File: config.mk
export PLATFORM = sky130hd
export DESIGN_NAME = rle_run_literal_decoder
export DESIGN_NICKNAME = d
export VERILOG_FILES = /design/src/rtl/core/rle_pkg.sv /design/src/rtl/core/rle_front.sv /design/src/rtl/core/rle_cmd_fifo.sv /design/src/rtl/core/rle_back.sv /design/src/rtl/core/rle_run_literal_decoder.sv
export VERILOG_INCLUDE_DIRS = /design/src /design/src/rtl/core
export SDC_FILE = /design/constraint.sdc
export NUM_CORES = 1
export LEC_CHECK = 0
export ABC_AREA = 1
export CAP_MARGIN = 20
export CORE_MARGIN = 5
export CORE_UTILIZATION = 69
export CTS_CLUSTER_DIAMETER = 150
export DETAILED_ROUTE_END_ITERATION = 6
export DONT_BUFFER_PORTS = 1
export GPL_TIMING_DRIVEN = 0
export PLACE_DENSITY = 0.85
export SLEW_MARGIN = 30
export SYNTH_ARGS = -nofsm -noshare
export SYNTH_HDL_FRONTEND = slang
export SYNTH_SLANG_ARGS = --single-unit
export TNS_END_PERCENT = 5
File: constraint.sdc
create_clock -name clk -period 11.6 [get_ports clk]
set_input_delay 2.32 -clock clk [delete_from_list [all_inputs] [get_ports clk]]
set_output_delay 2.32 -clock clk [all_outputs]
set_load 0.05 [all_outputs]
File: src/rtl/core/rle_run_literal_decoder_assert.svh
// ----------------------------------------------------------------------------
// rle assertion macros
// shared concurrent assertion forms, clocked on clk and disabled in rst
// ----------------------------------------------------------------------------
`ifndef RLE_RUN_LITERAL_DECODER_ASSERT_SVH
`define RLE_RUN_LITERAL_DECODER_ASSERT_SVH

// condition holds at every edge out of reset
`define RLE_ASSERT_ALWAYS(label, cond, msg) \
  label: assert property (@(posedge clk) disable iff (rst) (cond)) else $error(msg);

// consequent holds in the same cycle as the antecedent
`define RLE_ASSERT_IMPLY(label, ante, cons, msg) \
  label: assert property (@(posedge clk) disable iff (rst) (ante) |-> (cons)) else $error(msg);

`endif

File: src/rtl/core/rle_pkg.sv
// ----------------------------------------------------------------------------
// rle package
// widths, sizes and the command beat passed from front to back
// ----------------------------------------------------------------------------
package rle_pkg;

  localparam int OUT_BYTES   = 8;
  localparam int BYTE_W      = 8;
  localparam int DATA_W      = OUT_BYTES * BYTE_W;
  localparam int COUNT_W     = 4;
  localparam int RUN_W       = 8;
  localparam int LEN_W       = 16;
  localparam int QUEUE_DEPTH = 2;
  localparam int QPTR_W      = (QUEUE_DEPTH > 1) ? $clog2(QUEUE_DEPTH) : 1;
  localparam int QCNT_W      = $clog2(QUEUE_DEPTH + 1);

  localparam logic [LEN_W-1:0] LEN_RESET = LEN_W'(1024);

  typedef struct packed {
    logic [BYTE_W-1:0] value;
    logic [RUN_W-1:0]  run_len;
    logic              done;
    logic              clip;
  } cmd_t;

endpackage

File: src/rtl/core/rle_front.sv
// ----------------------------------------------------------------------------
// rle front
// parses packed bytes, tracks the block count and issues one command per
// literal byte or repeat
// ----------------------------------------------------------------------------
module rle_front (
  input  logic                            clk,
  input  logic                            rst,
  input  logic                            cfg_write,
  input  logic [rle_pkg::LEN_W-1:0]       cfg_data,
  input  logic                            in_valid,
  output logic                            in_stall,
  input  logic [rle_pkg::BYTE_W-1:0]      packed_byte,
  input  logic                            q_full,
  output logic                            q_push,
  output rle_pkg::cmd_t                   q_cmd
);

  typedef enum logic [2:0] {
    PH_HEADER  = 3'b001,
    PH_LITERAL = 3'b010,
    PH_REPEAT  = 3'b100
  } phase_t;

  phase_t                        phase, phase_next;
  logic [rle_pkg::RUN_W-1:0]     literal_remaining, literal_remaining_next;
  logic [rle_pkg::RUN_W-1:0]     repeat_length, repeat_length_next;
  logic [rle_pkg::LEN_W-1:0]     decoded_count, decoded_count_next;
  logic [rle_pkg::LEN_W-1:0]     decoded_length;

  logic                          accept;
  logic [rle_pkg::LEN_W:0]       limit, avail;
  logic [rle_pkg::RUN_W-1:0]     lit_dec, rep_total, total_cut;
  logic                          lit_done, rep_clip, rep_done;

  assign in_stall = q_full;
  assign accept   = in_valid && !q_full;

  assign limit = (decoded_length == '0) ? {1'b1, {rle_pkg::LEN_W{1'b0}}}
                                        : {1'b0, decoded_length};
  assign avail = (limit > {1'b0, decoded_count}) ? (limit - {1'b0, decoded_count})
                                                 : (rle_pkg::LEN_W+1)'(1);

  assign lit_dec   = literal_remaining - rle_pkg::RUN_W'(1);
  assign lit_done  = (avail == (rle_pkg::LEN_W+1)'(1));
  assign rep_total = (repeat_length == '0) ? rle_pkg::RUN_W'(1) : repeat_length;
  assign rep_clip  = ((rle_pkg::LEN_W+1)'(rep_total) > avail);
  assign total_cut = rep_clip ? avail[rle_pkg::RUN_W-1:0] : rep_total;
  assign rep_done  = ((rle_pkg::LEN_W+1)'(total_cut) == avail);

  always_comb begin
    phase_next             = phase;
    literal_remaining_next = literal_remaining;
    repeat_length_next     = repeat_length;
    decoded_count_next     = decoded_count;
    q_push                 = 1'b0;
    q_cmd.value            = packed_byte;
    q_cmd.run_len          = rle_pkg::RUN_W'(1);
    q_cmd.done             = 1'b0;
    q_cmd.clip             = 1'b0;
    if (accept) begin
      case (phase)
        PH_LITERAL: begin
          q_push                 = 1'b1;
          q_cmd.done             = lit_done;
          q_cmd.clip             = lit_done && (lit_dec != '0);
          literal_remaining_next = lit_dec;
          if (lit_done) begin
            decoded_count_next     = '0;
            phase_next             = PH_HEADER;
            literal_remaining_next = '0;
            repeat_length_next     = '0;
          end else begin
            decoded_count_next = decoded_count + rle_pkg::LEN_W'(1);
            if (lit_dec == '0) begin
              phase_next = PH_HEADER;
            end
          end
        end
        PH_REPEAT: begin
          q_push             = 1'b1;
          q_cmd.run_len      = total_cut;
          q_cmd.done         = rep_done;
          q_cmd.clip         = rep_clip;
          phase_next         = PH_HEADER;
          repeat_length_next = '0;
          if (rep_done) begin
            decoded_count_next     = '0;
            literal_remaining_next = '0;
          end else begin
            decoded_count_next = decoded_count + rle_pkg::LEN_W'(total_cut);
          end
        end
        default: begin
          if (packed_byte[rle_pkg::BYTE_W-1]) begin
            literal_remaining_next = {1'b0, packed_byte[rle_pkg::BYTE_W-2:0]}
                                     + rle_pkg::RUN_W'(1);
            phase_next             = PH_LITERAL;
          end else begin
            repeat_length_next = packed_byte + rle_pkg::RUN_W'(1);
            phase_next         = PH_REPEAT;
          end
        end
      endcase
    end
  end

  always_ff @(posedge clk) begin
    if (rst) begin
      phase             <= PH_HEADER;
      literal_remaining <= '0;
      repeat_length     <= '0;
      decoded_count     <= '0;
      decoded_length    <= rle_pkg::LEN_RESET;
    end else begin
      phase             <= phase_next;
      literal_remaining <= literal_remaining_next;
      repeat_length     <= repeat_length_next;
      decoded_count     <= decoded_count_next;
      if (cfg_write) begin
        decoded_length <= cfg_data;
      end
    end
  end

endmodule

File: src/rtl/core/rle_cmd_fifo.sv
// ----------------------------------------------------------------------------
// rle command queue
// short register queue of command beats between front and back
// ----------------------------------------------------------------------------
`include "rle_run_literal_decoder_assert.svh"

module rle_cmd_fifo (
  input  logic          clk,
  input  logic          rst,
  input  logic          push,
  input  rle_pkg::cmd_t push_cmd,
  output logic          full,
  input  logic          pop,
  output logic          head_valid,
  output rle_pkg::cmd_t head_cmd
);

  rle_pkg::cmd_t                 entries [rle_pkg::QUEUE_DEPTH];
  logic [rle_pkg::QPTR_W-1:0]    wr_ptr, rd_ptr;
  logic [rle_pkg::QCNT_W-1:0]    count;

  function automatic logic [rle_pkg::QPTR_W-1:0] ptr_inc(
    input logic [rle_pkg::QPTR_W-1:0] p
  );
    return (p == rle_pkg::QPTR_W'(rle_pkg::QUEUE_DEPTH - 1)) ? '0
                                                             : p + rle_pkg::QPTR_W'(1);
  endfunction

  assign full       = (count == rle_pkg::QCNT_W'(rle_pkg::QUEUE_DEPTH));
  assign head_valid = (count != '0);
  assign head_cmd   = entries[rd_ptr];

  always_ff @(posedge clk) begin
    if (push) begin
      entries[wr_ptr] <= push_cmd;
    end
  end

  always_ff @(posedge clk) begin
    if (rst) begin
      wr_ptr <= '0;
      rd_ptr <= '0;
      count  <= '0;
    end else begin
      if (push) begin
        wr_ptr <= ptr_inc(wr_ptr);
      end
      if (pop) begin
        rd_ptr <= ptr_inc(rd_ptr);
      end
      case ({push, pop})
        2'b10:   count <= count + rle_pkg::QCNT_W'(1);
        2'b01:   count <= count - rle_pkg::QCNT_W'(1);
        default: count <= count;
      endcase
    end
  end

  `RLE_ASSERT_IMPLY(a_push_not_full, push, !full, "command pushed into full queue")
  `RLE_ASSERT_IMPLY(a_pop_not_empty, pop, head_valid, "command popped from empty queue")

endmodule

File: src/rtl/core/rle_back.sv
// ----------------------------------------------------------------------------
// rle back
// expands each command into output words of up to OUT_BYTES bytes behind an
// output register
// ----------------------------------------------------------------------------
`include "rle_run_literal_decoder_assert.svh"

module rle_back (
  input  logic                            clk,
  input  logic                            rst,
  input  logic                            head_valid,
  input  rle_pkg::cmd_t                   head_cmd,
  output logic                            pop,
  output logic                            out_valid,
  input  logic                            out_stall,
  output logic [rle_pkg::DATA_W-1:0]      data_word,
  output logic [rle_pkg::COUNT_W-1:0]     byte_count,
  output logic                            last_of_item,
  output logic                            block_done,
  output logic                            run_clipped
);

  logic                          busy;
  logic [rle_pkg::BYTE_W-1:0]    value;
  logic [rle_pkg::RUN_W-1:0]     remaining;
  logic                          done;
  logic                          clip;

  logic                          take, step, last;
  logic [rle_pkg::COUNT_W-1:0]   k;
  logic [rle_pkg::DATA_W-1:0]    word;

  assign take = !out_valid || !out_stall;
  assign step = busy && take;
  assign pop  = !busy && head_valid;
  assign last = (remaining <= rle_pkg::RUN_W'(rle_pkg::OUT_BYTES));
  assign k    = last ? rle_pkg::COUNT_W'(remaining)
                     : rle_pkg::COUNT_W'(rle_pkg::OUT_BYTES);

  always_comb begin
    for (int j = 0; j < rle_pkg::OUT_BYTES; j++) begin
      word[j*rle_pkg::BYTE_W +: rle_pkg::BYTE_W] =
        (rle_pkg::COUNT_W'(j) < k) ? value : '0;
    end
  end

  always_ff @(posedge clk) begin
    if (pop) begin
      value     <= head_cmd.value;
      remaining <= head_cmd.run_len;
      done      <= head_cmd.done;
      clip      <= head_cmd.clip;
    end else if (step) begin
      remaining <= remaining - rle_pkg::RUN_W'(k);
    end
    if (step) begin
      data_word    <= word;
      byte_count   <= k;
      last_of_item <= last;
      block_done   <= last && done;
      run_clipped  <= last && clip;
    end
  end

  always_ff @(posedge clk) begin
    if (rst) begin
      busy      <= 1'b0;
      out_valid <= 1'b0;
    end else begin
      if (pop) begin
        busy <= 1'b1;
      end else if (step && last) begin
        busy <= 1'b0;
      end
      if (step) begin
        out_valid <= 1'b1;
      end else if (!out_stall) begin
        out_valid <= 1'b0;
      end
    end
  end

  `RLE_ASSERT_IMPLY(a_count_range, out_valid,
                    (byte_count != '0) &&
                    (byte_count <= rle_pkg::COUNT_W'(rle_pkg::OUT_BYTES)),
                    "byte count out of range")
  `RLE_ASSERT_IMPLY(a_clip_on_last, out_valid && run_clipped, last_of_item,
                    "clip flag on a word that is not last")
  `RLE_ASSERT_IMPLY(a_done_on_last, out_valid && block_done, last_of_item,
                    "block end on a word that is not last")

endmodule

File: src/rtl/core/rle_run_literal_decoder.sv
// ----------------------------------------------------------------------------
// rle run/literal decoder
// Packed-byte run-length decoder. The front takes one packed byte per cycle
// while the two-entry command queue has room: a header byte issues nothing,
// a literal byte issues one command, and the byte after a repeat header
// issues one command for the whole run. The back loads a command and then
// sends ceil(n / OUT_BYTES) beats for a run of n bytes, one per cycle while
// out_stall is low. in_stall rises while the command queue is full.
// decoded_length (0 meaning 65536, 1024 after reset) is written through
// cfg_write and cfg_data; the user must write it only while the block is
// idle, which the block itself does not enforce. A run that passes the block
// end is cut and flagged on its last beat.
// ----------------------------------------------------------------------------
module rle_run_literal_decoder (
  input  logic                            clk,
  input  logic                            rst,
  input  logic                            cfg_write,
  input  logic [rle_pkg::LEN_W-1:0]       cfg_data,
  input  logic                            in_valid,
  output logic                            in_stall,
  input  logic [rle_pkg::BYTE_W-1:0]      packed_byte,
  output logic                            out_valid,
  input  logic                            out_stall,
  output logic [rle_pkg::DATA_W-1:0]      data_word,
  output logic [rle_pkg::COUNT_W-1:0]     byte_count,
  output logic                            last_of_item,
  output logic                            block_done,
  output logic                            run_clipped
);

  logic          q_push, q_full, q_pop, q_valid;
  rle_pkg::cmd_t q_in, q_head;

  rle_front u_front (
    .clk         (clk),
    .rst         (rst),
    .cfg_write   (cfg_write),
    .cfg_data    (cfg_data),
    .in_valid    (in_valid),
    .in_stall    (in_stall),
    .packed_byte (packed_byte),
    .q_full      (q_full),
    .q_push      (q_push),
    .q_cmd       (q_in)
  );

  rle_cmd_fifo u_fifo (
    .clk        (clk),
    .rst        (rst),
    .push       (q_push),
    .push_cmd   (q_in),
    .full       (q_full),
    .pop        (q_pop),
    .head_valid (q_valid),
    .head_cmd   (q_head)
  );

  rle_back u_back (
    .clk          (clk),
    .rst          (rst),
    .head_valid   (q_valid),
    .head_cmd     (q_head),
    .pop          (q_pop),
    .out_valid    (out_valid),
    .out_stall    (out_stall),
    .data_word    (data_word),
    .byte_count   (byte_count),
    .last_of_item (last_of_item),
    .block_done   (block_done),
    .run_clipped  (run_clipped)
  );

endmodule

==> results of run 1 <==
## registers in the layout, indices dropped and copies added, names as in the netlist, 4 cells and up, named ones only
name and flops:
u_front.decoded_length 16, u_back.value 8, u_fifo.entries 36, u_back.data_word 64, u_front.decoded_count 16, u_front.repeat_length 8, u_back.byte_count 4, u_front.literal_remaining 8
u_back.remaining 8
## worst paths after layout
| kind | start | to | depth (start not counted) |
|---|---|---|---|
| hold reg to reg | u_fifo.count[1]$_SDFFE_PP0P_ | u_fifo.count[1]$_SDFFE_PP0P_ | 1 |
| setup reg to reg | u_front.decoded_count[8]$_SDFFE_PP0P_ | u_front.decoded_count[13]$_SDFFE_PP0P_ | 39 |
| setup / recovery | u_front.decoded_count[8]$_SDFFE_PP0P_ | u_front.decoded_count[13]$_SDFFE_PP0P_ | 39 |
| hold / removal | u_fifo.count[1]$_SDFFE_PP0P_ | u_fifo.count[1]$_SDFFE_PP0P_ | 1 |
## final cells by class
type,instances,area [sq um],area share (%)
Sequential cell,183,4910,44.8
Multi-Input combinational cell,789,4230,38.6
Inverter,195,734,6.69
Clock buffer,17,425,3.88
Tap cell,184,230,2.10
Buffer,46,213,1.94
Clock inverter,15,194,1.77
Timing Repair Buffer,2,33.8,0.308
## logic make-up (layout without fill, tap and decap cells)
family | count (synthesis) | in the layout
fa+ha+maj | 42 | 42
compound gates | 178 | 178
simple gates | 530 | 530
other cells | 1 | 1
xor+xnor | 38 | 38
buf+inv | 241 | 275
flops | 183 | 183
## placed cells by master, fill, tap and decap left out, types with 28 or more instances in the layout
master,synthesis,routed
edfxtp_1,125,125
inv_1,186,185
nand2_1,237,237
o21ai_0,58,57
clkbuf_1,36,36
nor2_1,156,154
ha_1,40,40
dfxtp_1,58,58
nand3_1,57,57
xor2_1,28,28
a21oi_1,84,84
## layer usage
metal	up-vias	global-route usage (%)	part of all wire (%)
li1	3984	-	-
met1	3785	33.8	40
met2	335	48.8	49
met3	72	6.06	7.0
met4	0	14.0	4.0
met5	-	0	0
## power by group
group	switching (W)	total, W	internal [W]
registers	0.000282	0.00118	0.000894
logic	0.000524	0.000771	0.000247
clock network	0.000297	0.000593	0.000296
## metrics by stage
step                      instances  total power [W]  utilization (%)
final                          1431          0.00254             76.1
after floorplan                1213          0.00174                -
after global routing           1431          0.00268             76.1
after CTS                      1430          0.00253             76.0
after global placement         1397          0.00189             71.5
after detailed placement       1398          0.00193             71.7
## Yosys cell counts (2+ instances only)
| master | n |
|---|---|
| nand4_1 | 9 |
| a31o_2 | 3 |
| fa_1 | 2 |
| o31ai_1 | 3 |
| clkinv_1 | 4 |
| buf_2 | 4 |
| nand3b_1 | 4 |
| o21ai_0 | 58 |
| a31oi_1 | 10 |
| nand2_2 | 11 |
| nand3_1 | 57 |
| clkbuf_1 | 36 |
| ha_1 | 40 |
| a211oi_1 | 2 |
| inv_1 | 186 |
| inv_2 | 5 |
| xor2_1 | 28 |
| xnor2_1 | 10 |
| nor3_2 | 3 |
| nand3_2 | 18 |
| buf_1 | 2 |
| nand2_1 | 237 |
| or2_2 | 3 |
| buf_6 | 2 |
| dfxtp_1 | 58 |
| nand2_4 | 2 |
| nor2_1 | 156 |
| edfxtp_1 | 125 |
| nor3_1 | 11 |
| nor4_1 | 5 |
| and2_1 | 2 |
| a21oi_2 | 10 |
| a21oi_1 | 84 |
| nor2_2 | 9 |
## worst max-delay path, delay by kind of cell, from the launching register on
family                   cells  cell delay, ns
AND/OR/NAND/NOR             20            2.29
flip-flops                   1            0.43
AO/OA/AOI/OAI                8            1.44
adder cells (fa/ha/maj)      3            1.00
XOR/XNOR                     1            0.18
buffers and inverters        7            1.09
==> impl_metrics.py, run 1 <==
metrics = {
    "run_status": {
        "status": "finished, final reports clean",
    },
    "route": {
        "drt.antenna.violating_nets": 0,
        "viasPerCell": 5.71,
        "vias": 8176,
        "drcViolationCount": 0,
        "wl_mm": 23.7,
        "avgRoutedWirePerCell_um": 16.6,
        "drt-initial-drc-count": 542,
        "drt_first_pass_iters": 7,
    },
    "yosys": {
        "syn-num-nets": 1284,
        "synth_top_family_by_area": "simple AND/OR/NAND/NOR gates",
        "synth_mux_area_share_pct": 0,
        "synth_area_leader_cell": "edfxtp_1",
        "netlist_top_cells_area": "edfxtp_1 (37%), dfxtp_1 (12%), nand2_1 (8.8%), inv_1 (6.9%), nor2_1 (5.8%)",
        "yosys_warnings": 0,
        "synth_area_per_cell_sq_um": 8.31,
        "seq_area_frac_synth_pct": 48.8,
        "async_flop_share_pct": 0,
        "synth-compound-area-share_pct": 9.95,
        "syn_area_sq_um": 10100,
        "syn_inst": 1213,
        "synthFlopType": "edfxtp_1",
        "synthAdderAreaFrac_pct": 5.36,
        "synthSimpleGateAreaFrac_pct": 23.2,
        "synth_xor_xnor_area_share_pct": 3.30,
        "synth_edf_count": 125,
        "yosysTopAreaCellShare_pct": 37.2,
        "ys_ff_latch": 183,
        "ys_types": 48,
    },
    "sta": {
        "finalCriticalPeriod_ns": 6.53,
        "skew_ns": 0.00991,
        "max_freq_mhz": 153,
        "hold_slack_ns": 0.461,
        "finalWorstSetupSlack_ns": 5.07,
        "report.final.slew_viol_count": 0,
        "fin_crit_sh_pct": 56.3,
        "setup_tns_ns": 0,
        "hold_violations": 0,
        "tightestPinTransition_ns": 0.992,
        "final-setup-viol-count": 0,
        "slew_headroom_pct": 33.6,
        "rsz0062_at_grt": "false",
    },
    "power": {
        "powerDensity_nw_per_um2": 231,
        "p_leak_nw": 4.83,
        "worst_ir_drop_vdd_v": 0.000123,
    },
    "clock_tree": {
        "clock-sinks": 183,
        "worstSkewPairLatency_ns": 0.45,
        "postCtsSetupBuffers": 0,
        "root_buffer": "clkbuf_16",
        "clock_path_buffers": 2,
        "holdBufCountCts": 0,
        "cts_buffers": 17,
        "htreeDepth": 4,
        "cts_tree": "yes",
        "clk_pin_slew_ns": 0.07,
        "post_cts_resized": 0,
    },
    "finish": {
        "areaGrowthSynthToFinish_pct": 8.89,
        "drive_above_1_share_pct": 8.98,
        "final_area_sq_um": 11000,
        "fillerInstances": 1000,
        "final_nets": 1305,
        "num_antenna_cells": 0,
    },
    "setup_path": {
        "crit_required_ns": 11.98,
        "cpMaxStageDelayCell": "dfxtp_1",
        "start_kind": "register",
        "cpPeakStageDelay_ns": 0.43,
        "path_max_fanout": 10,
        "cpMostUsedCell": "nand2_1",
        "arrival_ns": 6.91,
        "worstSetupPathType": "register to register",
        "r2r_setup_slack_ns": 5.07,
        "end_kind": "register",
    },
    "floorplanning": {
        "ioPinCount": 102,
        "core_sq_um": 14400,
        "die_area_sq_um": 17100,
        "rows": 44,
        "die_w_um": 131,
        "start_util_pct": 69.9,
        "die_h_um": 131,
    },
    "place": {
        "place_hpwl_mm": 17.5,
        "placed_area_sq_um": 10300,
        "io_buffers": 0,
        "dp_slack_ns": 5.14,
        "gp_congestion": 0.905,
    },
    "global_routing": {
        "grt_pass1_vias": 7854,
        "grt_max_degree": 41,
        "groute.usage.overall_pct": 28.4,
        "antenna_found_initial": 0,
        "grt_pass1_wl_mm": 37.7,
        "grt-ovfl-total": 0,
    },
    "flow_run": {
        "maxCapViolCount": 0,
    },
    "worst_hold_path": {
        "hold_class": "register to register",
    },
}
Note: power is estimated with default switching activity, not from simulation.
==> inputs of run 2 (changes only) <==
--- a/config.mk
+++ b/config.mk
@@ -6,15 +6,15 @@
 export SDC_FILE = /design/constraint.sdc
 export NUM_CORES = 1
 export LEC_CHECK = 0
-export ABC_AREA = 1
+export ABC_AREA = 0
 export CAP_MARGIN = 20
 export CORE_MARGIN = 5
-export CORE_UTILIZATION = 69
+export CORE_UTILIZATION = 58
 export CTS_CLUSTER_DIAMETER = 150
 export DETAILED_ROUTE_END_ITERATION = 6
 export DONT_BUFFER_PORTS = 1
 export GPL_TIMING_DRIVEN = 0
-export PLACE_DENSITY = 0.85
+export PLACE_DENSITY = 0.76
 export SLEW_MARGIN = 30
 export SYNTH_ARGS = -nofsm -noshare
 export SYNTH_HDL_FRONTEND = slang
==> constraint.sdc (replaced) <==
create_clock -name clk -period 5.62 [get_ports clk]
set_input_delay 1.124 -clock clk [delete_from_list [all_inputs] [get_ports clk]]
set_output_delay 1.124 -clock clk [all_outputs]
set_load 0.05 [all_outputs]
==> run 2 against run 1 <==
Compared with the run above:
- the run now ends with negative setup slack left
- highest routed layer unchanged
- area after synthesis is 1.9% lower
- maximum frequency is 14% higher
- global-route usage is 2.9 points lower
- largest power group unchanged
- hold slack better by 0.037 ns
- sequential power is 110% higher
- combinational power is 60% higher
- clock-buffer cell count stayed put
- setup slack worse by 5.2 ns
- routed wire length is 11% higher
- critical endpoint unchanged
- critical path depth is 10 lower
- synthesized cell count is 20% lower
- clock skew is 0.0042 ns higher
==> impl_metrics.py, run 2 <==
metrics = {
    "yosys": {
        "synth_area_leader_cell": "edfxtp_1",
        "ys_ff_latch": 183,
        "yosysTopAreaCellShare_pct": 38.0,
        "synth_edf_count": 125,
        "synth_common_cells": "edfxtp_1 (125), nor2_1 (112), dfxtp_1 (58)",
        "async_flop_share_pct": 0,
        "yosysMostFrequentCell": "edfxtp_1",
        "syn_inst": 973,
        "seq_area_frac_synth_pct": 49.7,
        "netlist_top_cells_area": "edfxtp_1 (38%), dfxtp_1 (12%), ha_1 (5.1%), nor2_1 (4.3%), mux2i_1 (3.6%)",
        "synthFlopType": "edfxtp_1",
        "syn-num-nets": 1044,
        "syn_area_sq_um": 9890,
        "ys_types": 82,
        "yosys_warnings": 0,
        "synth_area_per_cell_sq_um": 10.2,
    },
    "power": {
        "switchingPower_w": 0.00198,
        "worst_ir_drop_vdd_v": 0.000260,
        "seq_power_share_pct": 51.0,
        "p_leak_nw": 4.40,
        "switching_share_pct": 40.6,
        "total_power_w": 0.00488,
        "p_int_w": 0.00290,
        "combPwrFrac_pct": 25.3,
        "powerDensity_nw_per_um2": 413,
        "pwr-share-clk_pct": 23.7,
    },
    "finish": {
        "areaGrowthSynthToFinish_pct": 19.6,
        "top_register": "u_back.data_word",
        "final_nets": 1117,
        "drive_above_1_share_pct": 21.9,
        "largest_reg_flops": 64,
        "final_common_cell": "edfxtp_1",
        "final_cell_count_no_fill": 1279,
        "top_regs": "u_back.data_word: 64 flops, u_fifo.entries: 36 flops",
        "num_antenna_cells": 0,
        "final_cell_mix": "edfxtp_1 (125), nor2_1 (103), buf_4 (57), dfxtp_1 (46), inv_1 (44)",
        "final_area_sq_um": 11800,
    },
    "floorplanning": {
        "rows": 47,
        "die_area_sq_um": 19800,
        "ioPinCount": 102,
        "die_w_um": 141,
        "core_sq_um": 16600,
        "die_h_um": 141,
        "start_util_pct": 59.4,
    },
    "clock_tree": {
        "clock_path_buffers": 2,
        "clk_pin_slew_ns": 0.07,
        "htreeDepth": 4,
        "root_buffer": "clkbuf_16",
        "holdBufCountCts": 0,
        "cts_buffers": 17,
        "cts_tree": "yes",
        "worstSkewPairLatency_ns": 0.45,
        "clock-sinks": 183,
    },
    "setup_path": {
        "reg2reg_from": "u_front.decoded_count[4]$_SDFFE_PP0P_",
        "reg2reg_depth": 29,
        "worstSetupPathType": "register to register",
        "cpMostUsedCell": "a21o_1",
        "end_kind": "register",
        "cpMaxStageDelayCell": "o21ai_0",
        "start_kind": "register",
        "cp-endpoint": "u_front.decoded_count[13]$_SDFFE_PP0P_",
        "crit_start": "u_front.decoded_count[4]$_SDFFE_PP0P_",
        "cp_num_cells": 29,
        "crit_required_ns": 5.92,
        "cpLargestDelayFamily": "compound AO/OA/AOI/OAI gates",
        "arrival_ns": 6.05,
        "cpPeakStageDelay_ns": 0.39,
        "r2r_setup_slack_ns": -0.13,
        "path_max_fanout": 7,
        "r2r-end": "u_front.decoded_count[13]$_SDFFE_PP0P_",
        "crit_buf_inv": 6,
    },
    "sta": {
        "slew_headroom_pct": 37.8,
        "skew_ns": 0.0141,
        "max_freq_mhz": 174,
        "tightestPinTransition_ns": 0.926,
        "hold_violations": 0,
        "fin_crit_sh_pct": 102,
        "report.final.slew_viol_count": 0,
        "finalWorstSetupSlack_ns": -0.126,
        "final-setup-viol-count": 6,
        "rsz0062_at_grt": "true",
        "finalCriticalPeriod_ns": 5.75,
        "hold_slack_ns": 0.498,
    },
    "global_routing": {
        "groute.usage.overall_pct": 25.4,
        "antenna_found_initial": 0,
        "grt_max_degree": 56,
        "grt-ovfl-total": 0,
        "grt_pass1_wl_mm": 40.1,
        "grt_pass1_vias": 7615,
    },
    "route": {
        "drcViolationCount": 0,
        "vias": 8037,
        "drt_first_pass_iters": 5,
        "drt.antenna.violating_nets": 0,
        "viasPerCell": 6.28,
        "drt-initial-drc-count": 829,
        "avgRoutedWirePerCell_um": 20.5,
        "wl_mm": 26.2,
    },
    "flow_run": {
        "maxCapViolCount": 0,
    },
    "place": {
        "placedCellCount": 1195,
        "gp_congestion": 0.927,
        "placed_area_sq_um": 10300,
        "dp_slack_ns": -1.05,
        "io_buffers": 0,
        "place_hpwl_mm": 17.1,
    },
    "run_status": {
        "status": "complete, but fails checks",
        "failed_checks": "negative setup slack",
    },
    "worst_hold_path": {
        "hold_class": "register to register",
    },
}
run 2: cell types whose count changed in the layout (fill, tap and decap cells not counted), sizes merged, moves of 16 or more:
cell and change:
nor2 -52, nor3 +16, inv -139, a21oi -48
mux2 +16, mux2i +36, xor2 -17, nand2 -204
nor2b +34, buf +64, nand3 -45, o21ai -17
run 2: logic make-up after synthesis:
logic type	after synthesis	share of synthesized area (%)
and+or+nand+nor	345	17.4
adders and majority gates	42	5.47
muxes	52	5.50
xor gates and xnor gates	31	2.75
buffers and inverters	121	4.97
DFF	183	49.7
other	1	0.0379
AOI/OAI and AO/OA	198	14.2
run 2: how the worst min path moves through the flow:
stage	startpoint	to	slack, ns	depth (start not counted)
2_1_floorplan	u_front.literal_remaining[7]$_SDFFE_PP0P_	u_front.literal_remaining[7]$_SDFFE_PP0P_	0.45	2
3_3_place_gp	u_front.literal_remaining[7]$_SDFFE_PP0P_	u_front.literal_remaining[7]$_SDFFE_PP0P_	0.48	2
3_5_place_dp	u_front.literal_remaining[7]$_SDFFE_PP0P_	u_front.literal_remaining[7]$_SDFFE_PP0P_	0.49	2
4_1_cts	u_front.literal_remaining[7]$_SDFFE_PP0P_	u_front.literal_remaining[7]$_SDFFE_PP0P_	0.50	2
5_1_grt	u_front.literal_remaining[7]$_SDFFE_PP0P_	u_front.literal_remaining[7]$_SDFFE_PP0P_	0.53	2
6_report	u_front.literal_remaining[7]$_SDFFE_PP0P_	u_front.literal_remaining[7]$_SDFFE_PP0P_	0.50	2
run 2: metal layers:
layer  wire length [um]  vias up  share of wire (%)  global-route usage [%]
met4               1110        0                4.2                    10.8
met5                  0        -                  0                       0
li1                   -     3695                  -                       -
met2              13500      391                 51                    44.7
met3               1630       89                6.2                    4.54
met1               9980     3862                 38                    30.7
run 2: power by group through the flow:
stage               registers, W  logic, W  clock network, W
floorplan                0.00244  0.000804                 0
global placement         0.00251  0.000986                 0
detailed placement       0.00252   0.00104                 0
CTS                      0.00250   0.00116           0.00116
global route             0.00252   0.00134           0.00123
finish                   0.00249   0.00123           0.00116
run 2: worst min-delay path, stage by stage (launching register included):
cell	delay [ns]
dfxtp_1	0.33
nand2_1	0.06
o2bb2ai_1	0.06
run 2: cell type report:
class,instances,area [sq um]
multi-input combinational,669,5020
sequential,183,4940
fill,1158,4810
timing repair buffer,59,474
clock buffer,17,425
buffer,60,343
tap,220,275
inverter,56,218
clock inverter,15,140
run 2: stage by stage:
step           TNS (ns)  util [%]
2_1_floorplan         0         -
3_3_place_gp      -8.41      61.5
3_5_place_dp      -8.81      61.8
4_1_cts         -0.0259      69.8
5_1_grt           -1.76      71.1
6_report         -0.429      71.1
run 2: timing repair:
item                       CTS  global route
cloned                       1             0
pin swaps                   44            37
buffers inserted            46            10
setup endpoints to repair   15            11
gates resized for setup     93            31
